<file path="src/rtl/core/jtdm_pkg.sv">
// ----------------------------------------------------------------------------
// jtdm_pkg
// shared widths, register indexes, state types and helpers of the tank drive
// mixer
// ----------------------------------------------------------------------------
package jtdm_pkg;

	localparam int PULSE_BITS = 16;
	localparam int DUTY_BITS  = 8;

	// quotient holds up to twice the span, coordinate is quotient minus span
	localparam int QUOT_W  = DUTY_BITS + 1;
	localparam int COORD_W = QUOT_W + 1;
	localparam int SUM_W   = COORD_W + 1;
	localparam int PROD_W  = PULSE_BITS + QUOT_W;
	localparam int CNT_W   = $clog2(PROD_W + 1);

	localparam int ADDR_W = 4;
	localparam int DATA_W = 32;

	localparam logic [PULSE_BITS-1:0] PULSE_MIN_RST = PULSE_BITS'(1000);
	localparam logic [PULSE_BITS-1:0] PULSE_MAX_RST = PULSE_BITS'(2000);
	localparam logic [DUTY_BITS-1:0]  OUT_SPAN_RST  = DUTY_BITS'(255);
	localparam logic [DUTY_BITS-1:0]  DEAD_ZONE_RST = DUTY_BITS'(20);

	localparam logic [3:0] DIR_LF = 4'b0001;
	localparam logic [3:0] DIR_LR = 4'b0010;
	localparam logic [3:0] DIR_RF = 4'b0100;
	localparam logic [3:0] DIR_RR = 4'b1000;

	typedef enum logic [1:0] {
		REG_PULSE_MIN = 2'd0,
		REG_PULSE_MAX = 2'd1,
		REG_OUT_SPAN  = 2'd2,
		REG_DEAD_ZONE = 2'd3
	} reg_idx_t;

	typedef enum logic [1:0] {
		LANE_IDLE,
		LANE_MUL,
		LANE_DIV,
		LANE_DONE
	} lane_state_t;

	typedef enum logic {
		TOP_IDLE,
		TOP_BUSY
	} top_state_t;

	typedef struct packed {
		logic                      done;
		logic signed [COORD_W-1:0] coord;
	} lane_res_t;

	function automatic logic [DUTY_BITS-1:0] mag_duty(input logic signed [SUM_W-1:0] v);
		logic signed [SUM_W-1:0] a;
		a = (v < 0) ? -v : v;
		return a[DUTY_BITS-1:0];
	endfunction

endpackage

</file>
<file path="src/rtl/core/joystick_tank_drive_mixer.sv">
// a new word is accepted only while idle, after the previous result has been
// loaded into the output register, so the axis lanes work on one word at a time
// each axis lane runs the word through a 25-step shift-subtract divider
// reset: registers return to their defaults, held duties and bridge bits clear
// ----------------------------------------------------------------------------
// joystick_tank_drive_mixer
// maps two stick pulse widths to tank drive duties and bridge direction bits,
// one divider lane per axis and a merging mixer stage
// ----------------------------------------------------------------------------
module joystick_tank_drive_mixer
	import jtdm_pkg::*;
(
	input  logic                  clk,
	input  logic                  arst_n,

	input  logic                  psel,
	input  logic                  penable,
	input  logic                  pwrite,
	input  logic [ADDR_W-1:0]     paddr,
	input  logic [DATA_W-1:0]     pwdata,
	output logic [DATA_W-1:0]     prdata,
	output logic                  pready,

	input  logic                  in_valid,
	output logic                  in_stall,
	input  logic [PULSE_BITS-1:0] pulse_x,
	input  logic [PULSE_BITS-1:0] pulse_y,

	output logic                  out_valid,
	input  logic                  out_stall,
	output logic [DUTY_BITS-1:0]  left_duty,
	output logic [DUTY_BITS-1:0]  right_duty,
	output logic                  left_fwd,
	output logic                  left_rev,
	output logic                  right_fwd,
	output logic                  right_rev
);

	logic [PULSE_BITS-1:0] pulse_min_q;
	logic [PULSE_BITS-1:0] pulse_max_q;
	logic [DUTY_BITS-1:0]  out_span_q;
	logic [DUTY_BITS-1:0]  dead_zone_q;
	reg_idx_t              reg_idx;

	top_state_t            state_q, state_nxt;
	logic                  start;
	logic                  load;
	logic                  out_free;
	lane_res_t             x_res, y_res;

	logic [DUTY_BITS-1:0]  nxt_left, nxt_right;
	logic [3:0]            nxt_dir;
	logic                  out_valid_q;
	logic [DUTY_BITS-1:0]  left_duty_q, right_duty_q;
	logic [3:0]            dir_q;

	// register file
	assign reg_idx = reg_idx_t'(paddr[3:2]);
	assign pready  = 1'b1;

	always_ff @(posedge clk or negedge arst_n) begin
		if (!arst_n) begin
			pulse_min_q <= PULSE_MIN_RST;
			pulse_max_q <= PULSE_MAX_RST;
			out_span_q  <= OUT_SPAN_RST;
			dead_zone_q <= DEAD_ZONE_RST;
		end else if (psel && penable && pwrite) begin
			case (reg_idx)
				REG_PULSE_MIN: pulse_min_q <= pwdata[PULSE_BITS-1:0];
				REG_PULSE_MAX: pulse_max_q <= pwdata[PULSE_BITS-1:0];
				REG_OUT_SPAN:  out_span_q  <= pwdata[DUTY_BITS-1:0];
				REG_DEAD_ZONE: dead_zone_q <= pwdata[DUTY_BITS-1:0];
				default: begin
				end
			endcase
		end
	end

	always_comb begin
		case (reg_idx)
			REG_PULSE_MIN: prdata = DATA_W'(pulse_min_q);
			REG_PULSE_MAX: prdata = DATA_W'(pulse_max_q);
			REG_OUT_SPAN:  prdata = DATA_W'(out_span_q);
			REG_DEAD_ZONE: prdata = DATA_W'(dead_zone_q);
			default:       prdata = '0;
		endcase
	end

	// control
	assign out_free = !out_valid_q || !out_stall;

	always_ff @(posedge clk or negedge arst_n) begin
		if (!arst_n) begin
			state_q <= TOP_IDLE;
		end else begin
			state_q <= state_nxt;
		end
	end

	always_comb begin
		state_nxt = state_q;
		start     = 1'b0;
		load      = 1'b0;
		in_stall  = 1'b1;
		case (state_q)
			TOP_IDLE: begin
				in_stall = 1'b0;
				if (in_valid) begin
					start     = 1'b1;
					state_nxt = TOP_BUSY;
				end
			end
			TOP_BUSY: begin
				if (x_res.done && y_res.done && out_free) begin
					load      = 1'b1;
					state_nxt = TOP_IDLE;
				end
			end
			default: begin
				state_nxt = TOP_IDLE;
			end
		endcase
	end

	jtdm_lane u_lane_x (
		.clk       (clk),
		.arst_n    (arst_n),
		.start     (start),
		.pulse     (pulse_x),
		.pulse_min (pulse_min_q),
		.pulse_max (pulse_max_q),
		.out_span  (out_span_q),
		.res       (x_res)
	);

	jtdm_lane u_lane_y (
		.clk       (clk),
		.arst_n    (arst_n),
		.start     (start),
		.pulse     (pulse_y),
		.pulse_min (pulse_min_q),
		.pulse_max (pulse_max_q),
		.out_span  (out_span_q),
		.res       (y_res)
	);

	jtdm_mix u_mix (
		.clk       (clk),
		.arst_n    (arst_n),
		.load      (load),
		.x         (x_res.coord),
		.y         (y_res.coord),
		.dead_zone (dead_zone_q),
		.nxt_left  (nxt_left),
		.nxt_right (nxt_right),
		.nxt_dir   (nxt_dir)
	);

	// output word register
	always_ff @(posedge clk or negedge arst_n) begin
		if (!arst_n) begin
			out_valid_q <= 1'b0;
		end else if (load) begin
			out_valid_q <= 1'b1;
		end else if (!out_stall) begin
			out_valid_q <= 1'b0;
		end
	end

	always_ff @(posedge clk) begin
		if (load) begin
			left_duty_q  <= nxt_left;
			right_duty_q <= nxt_right;
			dir_q        <= nxt_dir;
		end
	end

	assign out_valid  = out_valid_q;
	assign left_duty  = left_duty_q;
	assign right_duty = right_duty_q;
	assign left_fwd   = dir_q[0];
	assign left_rev   = dir_q[1];
	assign right_fwd  = dir_q[2];
	assign right_rev  = dir_q[3];

	a_lanes_lockstep: assert property (@(posedge clk) disable iff (!arst_n)
		x_res.done == y_res.done)
		else $error("axis lanes out of step");

	a_accept_starts: assert property (@(posedge clk) disable iff (!arst_n)
		(in_valid && !in_stall) |=> (state_q == TOP_BUSY && !x_res.done))
		else $error("accepted word did not start the lanes");

	a_merge_delivers: assert property (@(posedge clk) disable iff (!arst_n)
		(state_q == TOP_BUSY && x_res.done && y_res.done && out_free)
		|=> (out_valid_q && state_q == TOP_IDLE))
		else $error("finished word not loaded into the output register");

endmodule

</file>
<file path="src/rtl/core/jtdm_lane.sv">
// ----------------------------------------------------------------------------
// jtdm_lane
// one axis: clamps the pulse width, scales its offset by twice the span and
// divides by the pulse range (shift-subtract), one quotient bit a cycle
// ----------------------------------------------------------------------------
module jtdm_lane
	import jtdm_pkg::*;
(
	input  logic                  clk,
	input  logic                  arst_n,
	input  logic                  start,
	input  logic [PULSE_BITS-1:0] pulse,
	input  logic [PULSE_BITS-1:0] pulse_min,
	input  logic [PULSE_BITS-1:0] pulse_max,
	input  logic [DUTY_BITS-1:0]  out_span,
	output lane_res_t             res
);

	lane_state_t           state_q, state_nxt;
	logic [CNT_W-1:0]      cnt_q;
	logic [PULSE_BITS-1:0] diff_q;
	logic [PULSE_BITS-1:0] den_q;
	logic                  empty_q;
	logic [PROD_W-1:0]     work_q;
	logic [PULSE_BITS-1:0] rem_q;

	logic [PULSE_BITS-1:0] pulse_c;
	logic [PULSE_BITS:0]   trial;
	logic [PULSE_BITS:0]   sub;
	logic                  ge;
	logic [QUOT_W-1:0]     quot;
	logic [COORD_W-1:0]    coord_u;

	always_comb begin
		if (pulse < pulse_min) begin
			pulse_c = pulse_min;
		end else if (pulse > pulse_max) begin
			pulse_c = pulse_max;
		end else begin
			pulse_c = pulse;
		end
	end

	assign trial = {rem_q, work_q[PROD_W-1]};
	assign ge    = trial >= {1'b0, den_q};
	assign sub   = trial - {1'b0, den_q};

	always_ff @(posedge clk or negedge arst_n) begin
		if (!arst_n) begin
			state_q <= LANE_IDLE;
		end else begin
			state_q <= state_nxt;
		end
	end

	always_comb begin
		state_nxt = state_q;
		case (state_q)
			LANE_IDLE: begin
				if (start) state_nxt = LANE_MUL;
			end
			LANE_MUL: begin
				state_nxt = LANE_DIV;
			end
			LANE_DIV: begin
				if (cnt_q == CNT_W'(1)) state_nxt = LANE_DONE;
			end
			LANE_DONE: begin
				if (start) state_nxt = LANE_MUL;
			end
			default: begin
				state_nxt = LANE_IDLE;
			end
		endcase
	end

	always_ff @(posedge clk) begin
		if (start) begin
			diff_q  <= pulse_c - pulse_min;
			den_q   <= pulse_max - pulse_min;
			empty_q <= pulse_max <= pulse_min;
		end
		case (state_q)
			LANE_MUL: begin
				work_q <= PROD_W'(diff_q) * PROD_W'({out_span, 1'b0});
				rem_q  <= '0;
				cnt_q  <= CNT_W'(PROD_W);
			end
			LANE_DIV: begin
				rem_q  <= ge ? sub[PULSE_BITS-1:0] : trial[PULSE_BITS-1:0];
				work_q <= {work_q[PROD_W-2:0], ge};
				cnt_q  <= cnt_q - CNT_W'(1);
			end
			default: begin
			end
		endcase
	end

	assign quot    = work_q[QUOT_W-1:0];
	assign coord_u = {1'b0, quot} - {2'b00, out_span};

	assign res.done  = state_q == LANE_DONE;
	assign res.coord = empty_q ? '0 : signed'(coord_u);

	// quotient never exceeds twice the span because the pulse is clamped
	a_quot_range: assert property (@(posedge clk) disable iff (!arst_n)
		(state_q == LANE_DONE && $past(state_q) == LANE_DIV && !empty_q)
		|-> (quot <= {out_span, 1'b0}))
		else $error("lane quotient out of range");

endmodule

</file>
<file path="src/rtl/core/jtdm_mix.sv">
// ----------------------------------------------------------------------------
// jtdm_mix
// merges the two axis coordinates: deadband, octant rules and held outputs
// ----------------------------------------------------------------------------
module jtdm_mix
	import jtdm_pkg::*;
(
	input  logic                      clk,
	input  logic                      arst_n,
	input  logic                      load,
	input  logic signed [COORD_W-1:0] x,
	input  logic signed [COORD_W-1:0] y,
	input  logic [DUTY_BITS-1:0]      dead_zone,
	output logic [DUTY_BITS-1:0]      nxt_left,
	output logic [DUTY_BITS-1:0]      nxt_right,
	output logic [3:0]                nxt_dir
);

	logic [DUTY_BITS-1:0] held_left_q;
	logic [DUTY_BITS-1:0] held_right_q;
	logic [3:0]           held_dir_q;

	logic signed [SUM_W-1:0]   xs, ys, l, r;
	logic signed [COORD_W-1:0] ax, ay, dz;
	logic [3:0]                dir;
	logic                      upd;

	always_comb begin
		xs  = x;
		ys  = y;
		ax  = (x < 0) ? -x : x;
		ay  = (y < 0) ? -y : y;
		dz  = signed'({2'b00, dead_zone});
		l   = '0;
		r   = '0;
		dir = '0;
		upd = 1'b1;
		if (ax < dz && ay < dz) begin
			upd = 1'b1;
		end else if (xs < 0 && ys < 0) begin
			if (xs >= ys) begin
				l   = ys - xs;
				r   = ys;
				dir = DIR_LR | DIR_RR;
			end else begin
				l   = xs - ys;
				r   = ys - xs;
				dir = DIR_LR | DIR_RF;
			end
		end else if (xs < 0 && ys > 0) begin
			if (ys >= -xs) begin
				l   = ys + xs;
				r   = ys;
				dir = DIR_LF | DIR_RF;
			end else begin
				l   = ys + xs;
				r   = -xs;
				dir = DIR_LR | DIR_RF;
			end
		end else if (xs > 0 && ys < 0) begin
			if (-ys >= xs) begin
				l   = ys;
				r   = ys + xs;
				dir = DIR_LR | DIR_RR;
			end else begin
				l   = xs + ys;
				r   = xs + ys;
				dir = DIR_LF | DIR_RR;
			end
		end else if (xs > 0 && ys > 0) begin
			if (ys >= xs) begin
				l   = ys;
				r   = ys - xs;
				dir = DIR_LF | DIR_RF;
			end else begin
				l   = xs;
				r   = xs - ys;
				dir = DIR_LF | DIR_RR;
			end
		end else begin
			upd = 1'b0;
		end
		nxt_left  = upd ? mag_duty(l) : held_left_q;
		nxt_right = upd ? mag_duty(r) : held_right_q;
		nxt_dir   = upd ? dir : held_dir_q;
	end

	always_ff @(posedge clk or negedge arst_n) begin
		if (!arst_n) begin
			held_left_q  <= '0;
			held_right_q <= '0;
			held_dir_q   <= '0;
		end else if (load) begin
			held_left_q  <= nxt_left;
			held_right_q <= nxt_right;
			held_dir_q   <= nxt_dir;
		end
	end

	// a bridge side is never driven forward and reverse at once
	a_no_shoot: assert property (@(posedge clk) disable iff (!arst_n)
		!((held_dir_q & (DIR_LF | DIR_LR)) == (DIR_LF | DIR_LR))
		&& !((held_dir_q & (DIR_RF | DIR_RR)) == (DIR_RF | DIR_RR)))
		else $error("bridge side driven both ways");

endmodule

</file>
<file path="config.mk">
export PLATFORM = sky130hd
export DESIGN_NAME = joystick_tank_drive_mixer
export DESIGN_NICKNAME = d
export VERILOG_FILES = /design/src/rtl/core/jtdm_pkg.sv /design/src/rtl/core/joystick_tank_drive_mixer.sv /design/src/rtl/core/jtdm_lane.sv /design/src/rtl/core/jtdm_mix.sv
export SDC_FILE = /design/constraint.sdc
export NUM_CORES = 1
export LEC_CHECK = 0
export ABC_AREA = 0
export ABC_CLOCK_PERIOD_IN_PS = 9440
export BUFFER_PORTS_ARGS = -buffer_cell sky130_fd_sc_hd__buf_2
export CAP_MARGIN = 0
export CORE_MARGIN = 3
export CORE_UTILIZATION = 64
export CTS_BUF_LIST = sky130_fd_sc_hd__clkbuf_16
export DETAILED_ROUTE_END_ITERATION = 6
export PLACE_DENSITY = 0.86
export SYNTH_ARGS = -nofsm -noshare
export SYNTH_HDL_FRONTEND = slang
export SYNTH_SLANG_ARGS = --single-unit
</file>
<file path="constraint.sdc">
create_clock -name clk -period 9.44 [get_ports clk]
set_clock_uncertainty 0.15 [all_clocks]
set_input_delay 0.472 -clock clk [delete_from_list [all_inputs] [get_ports clk]]
set_output_delay 0.472 -clock clk [all_outputs]
set_load 0.05 [all_outputs]
</file>
======== After elaboration in Yosys (flattened, before gate mapping) ========
Index checks and enable logic that the tools add are counted.
Widths: inputs -> output; s select.
word-level totals
  output and inout port bits .............. 55
  register bits ........................... 235
  bits of input ports ..................... 75
  word-level logic and storage cells ...... 171
operators by class
  multiply operators ...................... 2
  $add $sub $neg .......................... 18
  multiplexer cells ....................... 66
  bitwise gates (word level) .............. 1
  eq/ne operators ......................... 16
  $lt $le $gt $ge ......................... 19
  reduce and logical (&&, ||, !) cells .... 25
operators by type and width
  operator             count
  $mux 11              16
  $pmux 32 s4          1
  $pmux 25 s2          2
  $mux 16              6
  $sub 16x16->16       5
  $pmux 16 s2          2
  $mul 16x8->24        2
  $mux 10              4
  $ge 17x16->1         2
  $gt 16x16->1         2
  $lt 16x16->1         2
  $mux 4               8
  $mux 8               4
  $lt 11x1->1 const B  2
  $neg 10->11          2
  $sub 10x10->11       2
  $ge 10x10->1         2
  $gt 10x1->1 const B  2
  $lt 10x1->1 const B  2
  $lt 10x9->1          2
  $neg 10->10          2
  $pmux 5 s2           2
  $sub 9x8->10         2
  $le 16x16->1         1
  21 further kinds     70

======== Longest topological paths before layout ========
Gate-level depths: netlist of run 1.
  word-level depth ........................ 12
  depth in mapped cells ................... 31
  gate-level depth less buffers ........... 29

======== By module ========
Synthesis of run 1 repeated with hierarchy kept, for this count alone.
unflattened totals
  cell total of the unflattened synthesis .. 3345
  area, all modules ....................... 30384.1 µm²
modules (own cells, without submodules)
  module                     area each (µm²)  times used  cells an instance  seq. area each (µm²)
  jtdm_lane at u_lane_x      11016.8          1           1233               2422.3
  jtdm_lane at u_lane_y      10939.2          1           1199               2422.3
  jtdm_mix                   5411.4           1           733                500.5
  joystick_tank_drive_mixer  3016.6           1           180                1879.3

======== Worst setup path before layout of run 1 ========
OpenSTA, ideal clock, no wires.
  kind .................................... register to register
  start ................................... reg out_span_q[1]
  end ..................................... reg left_duty_q[2] (netlist: left_duty[2]), data pin
  setup time .............................. 0.129 ns
  stages on the path, launching flop included .. 29
  data required time ...................... 9.161 ns
  slack ................................... 2.796 ns
  clock period less this slack ............ 6.644 ns
  arrival ................................. 6.365 ns
  path buffers ............................ 3
  path through ............................ dfstp_2 > clkbuf_1 > inv_1 > fa_1 > a21o_1 > a211oi_1 > nor2_1 > nand2_2 > inv_2 > a211o_1 > nor4_4 > buf_6 > and2_1 > nor2_1 > ha_1 > a2111oi_0 > nand2_1 > o32ai_1 > mux2i_1 > clkbuf_1 > nand2_1 > o21ai_0 > a221oi_1 > a221oi_1 > nand2_1 > ha_1 > or3_1 > a21oi_1 > a21o_1
on the way
  word-level cells in the longest chain between the ends .. 12
  elaborated cells on any way between the ends .. 43
  those cells by class .................... add/sub: 9; order compare: 10; mux: 19; reduce/logical: 5
RTL lines
  what                                             line                              text
  start: declaration                               joystick_tank_drive_mixer.sv:41   logic [DUTY_BITS-1:0] out_span_q;
  start signal: assignment                         joystick_tank_drive_mixer.sv:71   REG_OUT_SPAN: out_span_q <= pwdata[DUTY_BITS-1:0];
  $sub 9x8->10                                     jtdm_lane.sv:100                  assign coord_u = {1'b0, quot} - {2'b00, out_span};
  $mux 10                                          jtdm_lane.sv:103                  assign res.coord = empty_q ? '0 : signed'(coord_u);
  $neg 10->11 (tied with other cells)              jtdm_mix.sv:61                    if (-ys >= xs) begin
  $ge 11x10->1 (tied with other cells)             jtdm_mix.sv:61
  $mux 11, on equally long branches                jtdm_mix.sv:61, jtdm_mix.sv:70
  $mux 11                                          jtdm_mix.sv:60                    end else if (xs > 0 && ys < 0) begin
  $mux 11                                          jtdm_mix.sv:50                    end else if (xs < 0 && ys > 0) begin
  $mux 11                                          jtdm_mix.sv:40                    end else if (xs < 0 && ys < 0) begin
  $mux 11                                          jtdm_mix.sv:38                    if (ax < dz && ay < dz) begin
  $lt 11x1->1 / $neg 8->8 (equally long branches)  jtdm_pkg.sv:57                    a = (v < 0) ? -v : v;
  $mux 8                                           jtdm_pkg.sv:57
  $mux 8 *                                         jtdm_mix.sv:83                    nxt_left = upd ? mag_duty(l) : held_left_q;
  net nxt_left[2]                                  joystick_tank_drive_mixer.sv:51   logic [DUTY_BITS-1:0] nxt_left, nxt_right;
  end signal: assignment                           joystick_tank_drive_mixer.sv:172  left_duty_q <= nxt_left;
  end: declaration                                 joystick_tank_drive_mixer.sv:54   logic [DUTY_BITS-1:0] left_duty_q, right_duty_q;
The timed path passes the listed nets; every way through them passes the cells marked *.
A chain may end at the register's enable or synchronous reset.

======== Worst setup path after layout of run 1 ========
  start ................................... reg out_span_q[0]
  end ..................................... reg u_mix.held_right_q[6]
on the way
  word-level cells in the longest chain between the ends .. 12
  elaborated cells on any way between the ends .. 43
  those cells by class .................... add/sub: 9; order compare: 10; mux: 19; reduce/logical: 5
RTL lines
  what                                                                  line            text
  parallel branches: the longest is 11 deep, another holds $neg 10->11  n/a
  $mux 8 *                                                              jtdm_mix.sv:84  nxt_right = upd ? mag_duty(r) : held_right_q;
  end signal: assignment                                                jtdm_mix.sv:95  held_right_q <= nxt_right;
  end: declaration                                                      jtdm_mix.sv:20  logic [DUTY_BITS-1:0] held_right_q;
Every way passes the cells marked *.

==> flow_summary_export.csv, run 1 <==
group,metric,value,unit
drt,wl,75.9,mm
drt,vias,23200,
worst_setup_path,ff2ff_setup_slack,1.86,ns
synthesis,synth_enable_flop_cells,161,
timing,fin_tns_setup,0,ns
clock_tree,cts_setup_buffers,0,
synthesis,yosysTopAreaCellShare,0.176,
floorplan,initial_utilization,0.651,
layout,nets,3709,
synthesis,seq_area_frac_synth,0.245,
synthesis,synth_area_per_cell,8.91,µm²
floorplan,core_area,0.0421,mm²
floorplan,dieArea,0.0454,mm²
worst_setup_path,worst_setup_path_end_kind,"flip-flop",
timing,timing.final.crit_share,0.803,
clock_tree,clk_pin_slew,0.06,ns
synthesis,synth_cell_types,108,
worst_setup_path,cp.required,9.79,ns
floorplan,dieHeight,213,µm
layout,n_fill_cell,3114,
run,drv_cap,0,
placement,gp_congestion,1.03,
synthesis,yosysWarnings,0,
worst_hold_path,worstHoldStart,"pwdata[5]",
timing,final_hold_viol_count,0,
clock_tree,cts_hold_buf,14,
worst_setup_path,regToRegStartpoint,"out_span_q[0]",
worst_setup_path,worstPathMaxFanout,36,
layout,final_cell_mix,"nand2_1, inv_1, ha_1",
floorplan,fp.dieW,213,µm
floorplan,io_pins,130,
floorplan,rows,75,
global_route,grt_pass1_vias,23800,
timing,rsz0062_at_grt,"false",
worst_setup_path,r2r-end,"u_mix.held_right_q[6]",
clock_tree,clk_latency,0.60,ns
clock_tree,cts_max_level,1,
timing,post-route-min-period,7.58,ns
layout,diodes,0,
worst_setup_path,ff2ff_path_depth,26,
synthesis,yosys_register_bits,235,
clock_tree,cts_made_buffers,29,
layout,final_common_cell,"nand2_1",
timing,final_max_slew_viol_count,0,
layout,top_regs,"u_lane_x.work_q (25), u_lane_y.work_q (25)",
global_route,grt_max_degree,75,
global_route,antenna_found_initial,1,
clock_tree,ctsRootBufferMaster,"clkbuf_16",
timing,worst_pin_slew,1.20,ns
run_status,violations,"DRC",
drt,wl_per_cell,20.5,µm
drt,post_drt_via_cell_ratio,6.29,
synthesis,yosys.area.top_type,"edfxtp_1",
worst_hold_path,min_path_type,"primary input to flip-flop",
timing,fmax,0.132,GHz
drt,drtPass1Iterations,7,
global_route,grt_usage,0.335,
drt,first_iter_violations,1962,
worst_setup_path,cp.arrival,7.93,ns
synthesis,yosys_most_used_dff,"edfxtp_1",
clock_tree,cts_sinks,235,
worst_hold_path,whs_endpoint,"pulse_min_q[5]",
clock_tree,cts_resized,0,
synthesis,synthCells,3079,
clock_tree,clock_path_buffers,3,
layout,drive_above_1_share,0.0941,
drt,ant_nets,0,
placement,port_buffers,94,
timing,setup_viol,0,
placement,hpwl,57.6,mm
synthesis,synth_area,0.0274,mm²
run_status,run_status,"complete, but fails checks",
drt,drc,2,
worst_hold_path,whs_path_depth,3,
global_route,overflow,0,
worst_setup_path,startpoint_type,"flip-flop",
timing,relSlewSlack,0.197,
clock_tree,cts_tree,"yes",
worst_setup_path,criticalPathCategory,"flip-flop to flip-flop",
layout,area_growth,6.97,%
global_route,grt_pass1_wl,122,mm
synthesis,synth_area_leaders,"edfxtp_1, ha_1, fa_1, nand2_1, dfrtp_1",
synthesis,ys_async_sr_fraction,0.315,
-- layer usage --
layer,up-vias,part of all wire,track usage
met4,2,0.064,0.195
li1,10600,-,-
met3,298,0.076,0.0470
met1,11200,0.38,0.406
met2,1129,0.48,0.575
met5,-,0.00012,0
-- cell type report --
class                           instances  area [µm²]  share of cell area
Clock inverter                         25         249             0.00849
Tap cell                              539         674              0.0230
Inverter                              345        1310              0.0446
Clock buffer                           29         726              0.0247
Timing Repair Buffer                  132         793              0.0270
Multi-Input combinational cell       2389       18900               0.643
Sequential cell                       235        6710               0.229
-- critical path, cell delays in order, from the launching register on --
cell	delay (ns)
dfstp_2	1.04
ha_1	0.30
inv_1	0.06
fa_1	0.41
a211o_2	0.39
and2_4	0.17
nand3_1	0.07
nand4b_1	0.50
or3_1	0.61
nor3_1	0.18
ha_1	0.27
ha_1	0.29
nand4_1	0.09
o21ai_0	0.11
and3_1	0.20
a211o_1	0.47
mux2i_1	0.18
a2111oi_0	0.37
a31oi_1	0.07
nand3_1	0.19
nand2b_1	0.19
ha_1	0.22
o31ai_1	0.09
o41ai_1	0.37
xnor2_1	0.16
nand2_1	0.08
o21ai_0	0.22
-- how the worst max path moves through the flow --
stage	to	slack, ns	cells after the start	start
6_report	u_mix.held_right_q[6]	1.86	26	out_span_q[0]
3_5_place_dp	u_mix.held_right_q[6]	2.04	26	out_span_q[0]
4_1_cts	u_mix.held_right_q[6]	1.98	26	out_span_q[0]
3_3_place_gp	u_mix.held_right_q[6]	2.14	26	out_span_q[0]
5_1_grt	u_mix.held_right_q[6]	1.45	26	out_span_q[0]
2_1_floorplan	left_duty[2]	2.80	28	out_span_q[1]
-- per-stage QoR --
stage               std cells   util  area, µm²  hold WS (ns)  setup WS, ns
finish                   3694  0.696      29300        0.0216          1.86
global placement         3626  0.670      28200         0.307          2.14
global route             3694  0.696      29300        0.0329          1.45
CTS                      3694  0.696      29300       0.00213          1.98
detailed placement       3626  0.670      28200         0.312          2.04
floorplan                3094      -      27500        0.0264          2.80
-- synthesized netlist by cell type, types with 53 or more instances --
library cell,number
mux2i_1,58
fa_1,178
clkbuf_1,85
nor2_1,222
xnor2_1,101
inv_1,336
o21ai_0,198
edfxtp_1,161
ha_1,324
a21oi_1,169
nand2_1,399
and2_1,120
a21o_1,53
-- cells by family after synthesis --
family          after synthesis  share of synthesized area
compound gates              655                      0.155
flops                       235                      0.245
buf+inv                     470                     0.0705
mux                         100                     0.0419
simple gates                970                      0.164
other cells                   2                   0.000274
xor+xnor                    145                     0.0463
fa+ha+maj                   502                      0.278
Power of run 1 is not shown: default switching activity piles up to over one toggle a cycle in this logic, so the estimate is an artifact.
==> inputs of run 2 (changes only) <==
--- a/config.mk
+++ b/config.mk
@@ -5,8 +5,8 @@
 export SDC_FILE = /design/constraint.sdc
 export NUM_CORES = 1
 export LEC_CHECK = 0
-export ABC_AREA = 0
-export ABC_CLOCK_PERIOD_IN_PS = 9440
+export ABC_AREA = 1
+export ABC_CLOCK_PERIOD_IN_PS = 7700
 export BUFFER_PORTS_ARGS = -buffer_cell sky130_fd_sc_hd__buf_2
 export CAP_MARGIN = 0
 export CORE_MARGIN = 3
==> constraint.sdc (replaced) <==
create_clock -name clk -period 7.7 [get_ports clk]
set_clock_uncertainty 0.15 [all_clocks]
set_input_delay 0.385 -clock clk [delete_from_list [all_inputs] [get_ports clk]]
set_output_delay 0.385 -clock clk [all_outputs]
set_load 0.05 [all_outputs]
==> run 2 against run 1 <==
Design area grew 1.1%. The run now ends clean. Sequential share of layout area shrank 0.26 points. Wire length shrank 4.6%. Via count grew 5.4%. Global-route usage shrank 2.2 points. Worst setup slack lost 0.34 ns. Sequential cell count is the same. Count of clock-buffer cells in the layout is the same. Non-clock buffer count shrank 3.
==> flow_summary_export.csv, run 2 <==
group,metric,value,unit
worst_setup_path,cp_num_buf_inv,2,
synthesis,synth_area_leaders,"edfxtp_1, ha_1, fa_1, nand2_1, inv_1",
floorplan,rows,75,
clock_tree,clk_pin_slew,0.06,ns
synthesis,synth_enable_flop_cells,161,
timing,worst_pin_slew,1.14,ns
synthesis,synth_common_cells,"nand2_1, inv_1, ha_1, a21oi_1, o21ai_0",
synthesis,ys_async_sr_fraction,0.315,
synthesis,yosys.area.top_type,"edfxtp_1",
worst_hold_path,whs_path_depth,3,
worst_setup_path,ff2ff_setup_slack,1.52,ns
floorplan,initial_utilization,0.656,
global_route,antenna_found_initial,4,
drt,wl,72.4,mm
worst_setup_path,r2r-end,"u_lane_x.work_q[24]",
timing,fin_tns_setup,0,ns
timing,final_max_slew_viol_count,0,
synthesis,synth_area_per_cell,7.67,µm²
synthesis,synthCells,3632,
worst_setup_path,criticalPathCategory,"flip-flop to flip-flop",
worst_setup_path,regToRegStartpoint,"out_span_q[6]",
layout,nets,4233,
layout,diodes,0,
clock_tree,cts_max_level,1,
synthesis,synth_top_family_by_area,"adder cells",
clock_tree,clk_latency,0.60,ns
worst_setup_path,crit_slowest_cell,"dfstp_2",
drt,post_drt_via_cell_ratio,5.76,
synthesis,synth_xor_area_frac,0.0327,
worst_setup_path,path_delay_family,"adder cells",
global_route,grt_pass1_wl,119,mm
clock_tree,cts_tree,"yes",
timing,timing.final.crit_share,0.802,
placement,gp_congestion,0.988,
worst_setup_path,cpMostUsedCell,"nand2_1",
worst_setup_path,worstPathMaxFanout,19,
worst_setup_path,cp.arrival,6.33,ns
timing,relSlewSlack,0.238,
synthesis,synth_mux_area_frac,0,
synthesis,yosysTopAreaCellShare,0.173,
timing,post-route-min-period,6.18,ns
floorplan,dieHeight,215,µm
floorplan,io_pins,130,
layout,drive_above_1_share,0.0840,
worst_setup_path,slowest_delay,0.79,ns
clock_tree,ctsRootBufferMaster,"clkbuf_16",
synthesis,synth_compound_gate_area_share,0.124,
drt,ant_nets,0,
worst_setup_path,path_cells,"buf_4 > nand2_1 > fa_1 > inv_1 > fa_1 > fa_1 > fa_1 > ha_1 > nand2_1 > o21a_1 > o21ai_1 > a21oi_1 > o21ai_1 > a21boi_0 > o21ai_1 > nand2_1 > nand2_1 > a21oi_1 > or2_0 > nand3_1 > nand2_1",
synthesis,seq_area_frac_synth,0.241,
synthesis,synthSimpleGateAreaFrac,0.218,
placement,hpwl,55.2,mm
clock_tree,cts_sinks,235,
run,drv_cap,0,
global_route,grt_pass1_vias,24000,
drt,drtPass1Iterations,6,
worst_setup_path,startpoint_type,"flip-flop",
worst_hold_path,worstHoldStart,"pwdata[3]",
synthesis,yosysWarnings,0,
drt,drc,0,
synthesis,synth_cell_types,67,
drt,first_iter_violations,2294,
run_status,run_status,"finished, final reports clean",
timing,fin_hold_ws,0.0321,ns
clock_tree,clock_path_buffers,3,
timing,setup_viol,0,
synthesis,yosysMostFrequentCell,"nand2_1",
global_route,grt_usage,0.313,
synthesis,synth-adder-area-share,0.273,
layout,final_cell_mix,"nand2_1, inv_1, ha_1",
layout,final_common_cell,"nand2_1",
synthesis,yosys_register_bits,235,
synthesis,synth_area,0.0279,mm²
worst_setup_path,worst_setup_path_end_kind,"flip-flop",
floorplan,dieArea,0.0461,mm²
drt,wl_per_cell,17.0,µm
floorplan,fp.dieW,215,µm
floorplan,core_area,0.0425,mm²
layout,top_regs,"u_lane_x.work_q (25), u_lane_y.work_q (25)",
global_route,overflow,0,
timing,fmax,0.162,GHz
worst_hold_path,min_path_type,"primary input to flip-flop",
timing,rsz0062_at_grt,"false",
synthesis,yosys_most_used_dff,"edfxtp_1",
worst_setup_path,ff2ff_path_depth,21,
timing,final_hold_viol_count,0,
clock_tree,cts_made_buffers,29,
global_route,grt_max_degree,75,
placement,port_buffers,94,
worst_hold_path,whs_endpoint,"dead_zone_q[3]",
drt,vias,24500,
layout,area_growth,6.47,%
worst_setup_path,cp.required,7.86,ns
==> run 2: cell types whose count changed after synthesis, sizes merged, moves of 33 or more <==
cell / previous run / this run
nand3: 40 / 146
and2: 121 / 3
mux2i: 59 / 0
a21oi: 172 / 268
a21o: 54 / 9
nor2: 222 / 166
inv: 342 / 616
xnor2: 101 / 33
mux2: 33 / 0
nand2: 402 / 979
o21ai: 204 / 247
==> run 2: worst min-delay path, delay by kind of cell <==
kind                   cells  cell delay, ns
buffers and inverters      2            0.19
AO/OA/AOI/OAI              1            0.16
==> run 2: worst max-delay path by stage <==
stage,from,end,slack [ns],cells after the start
after global placement,out_span_q[6],u_lane_x.work_q[24],1.71,21
after floorplan,out_span_q[7],u_lane_y.work_q[24],2.29,22
final,out_span_q[6],u_lane_x.work_q[24],1.52,21
after detailed placement,out_span_q[6],u_lane_x.work_q[24],1.57,21
after global routing,out_span_q[0],u_mix.held_left_q[4],1.10,37
after CTS,out_span_q[6],u_lane_x.work_q[24],1.56,21
==> run 2: layer usage <==
metal	GRT usage	wire length, µm
met1	0.409	29200
met2	0.510	33200
met3	0.0581	6380
met4	0.140	3540
met5	0	40
==> run 2: through the flow <==
stage          utilization  setup slack (ns)  std cells  area (µm²)
2_1_floorplan            -              2.29       3647       27900
3_3_place_gp         0.671              1.71       4186       28500
3_5_place_dp         0.671              1.57       4186       28500
4_1_cts              0.698              1.56       4256       29700
5_1_grt              0.698              1.10       4256       29700
6_report             0.698              1.52       4256       29700
==> run 2: cell families (layout without fill, tap and decap cells) <==
family / Yosys count / in the layout
adder cells (fa/ha/maj): 502 / 502
flip-flops: 235 / 235
AO/OA/AOI/OAI: 632 / 632
XOR/XNOR: 104 / 104
other: 2 / 17
AND/OR/NAND/NOR: 1386 / 1386
buffers and inverters: 771 / 803
==> run 2: area by class of cell <==
cell class,count,area [µm²]
flip-flops and latches,235,6710
clock buffers,29,726
multi-input cells,2641,18100
clock inverters,25,253
fillers,3329,12800
well taps,577,722
repair buffers,129,776
inverters,620,2330
==> run 2: repair_timing <==
item,4_1_cts,5_1_grt
setup buffers,0,0
gates resized for setup,0,0
hold buffers,16,0
hold endpoints to repair,78,0
Power of run 2 is left out for the same reason.
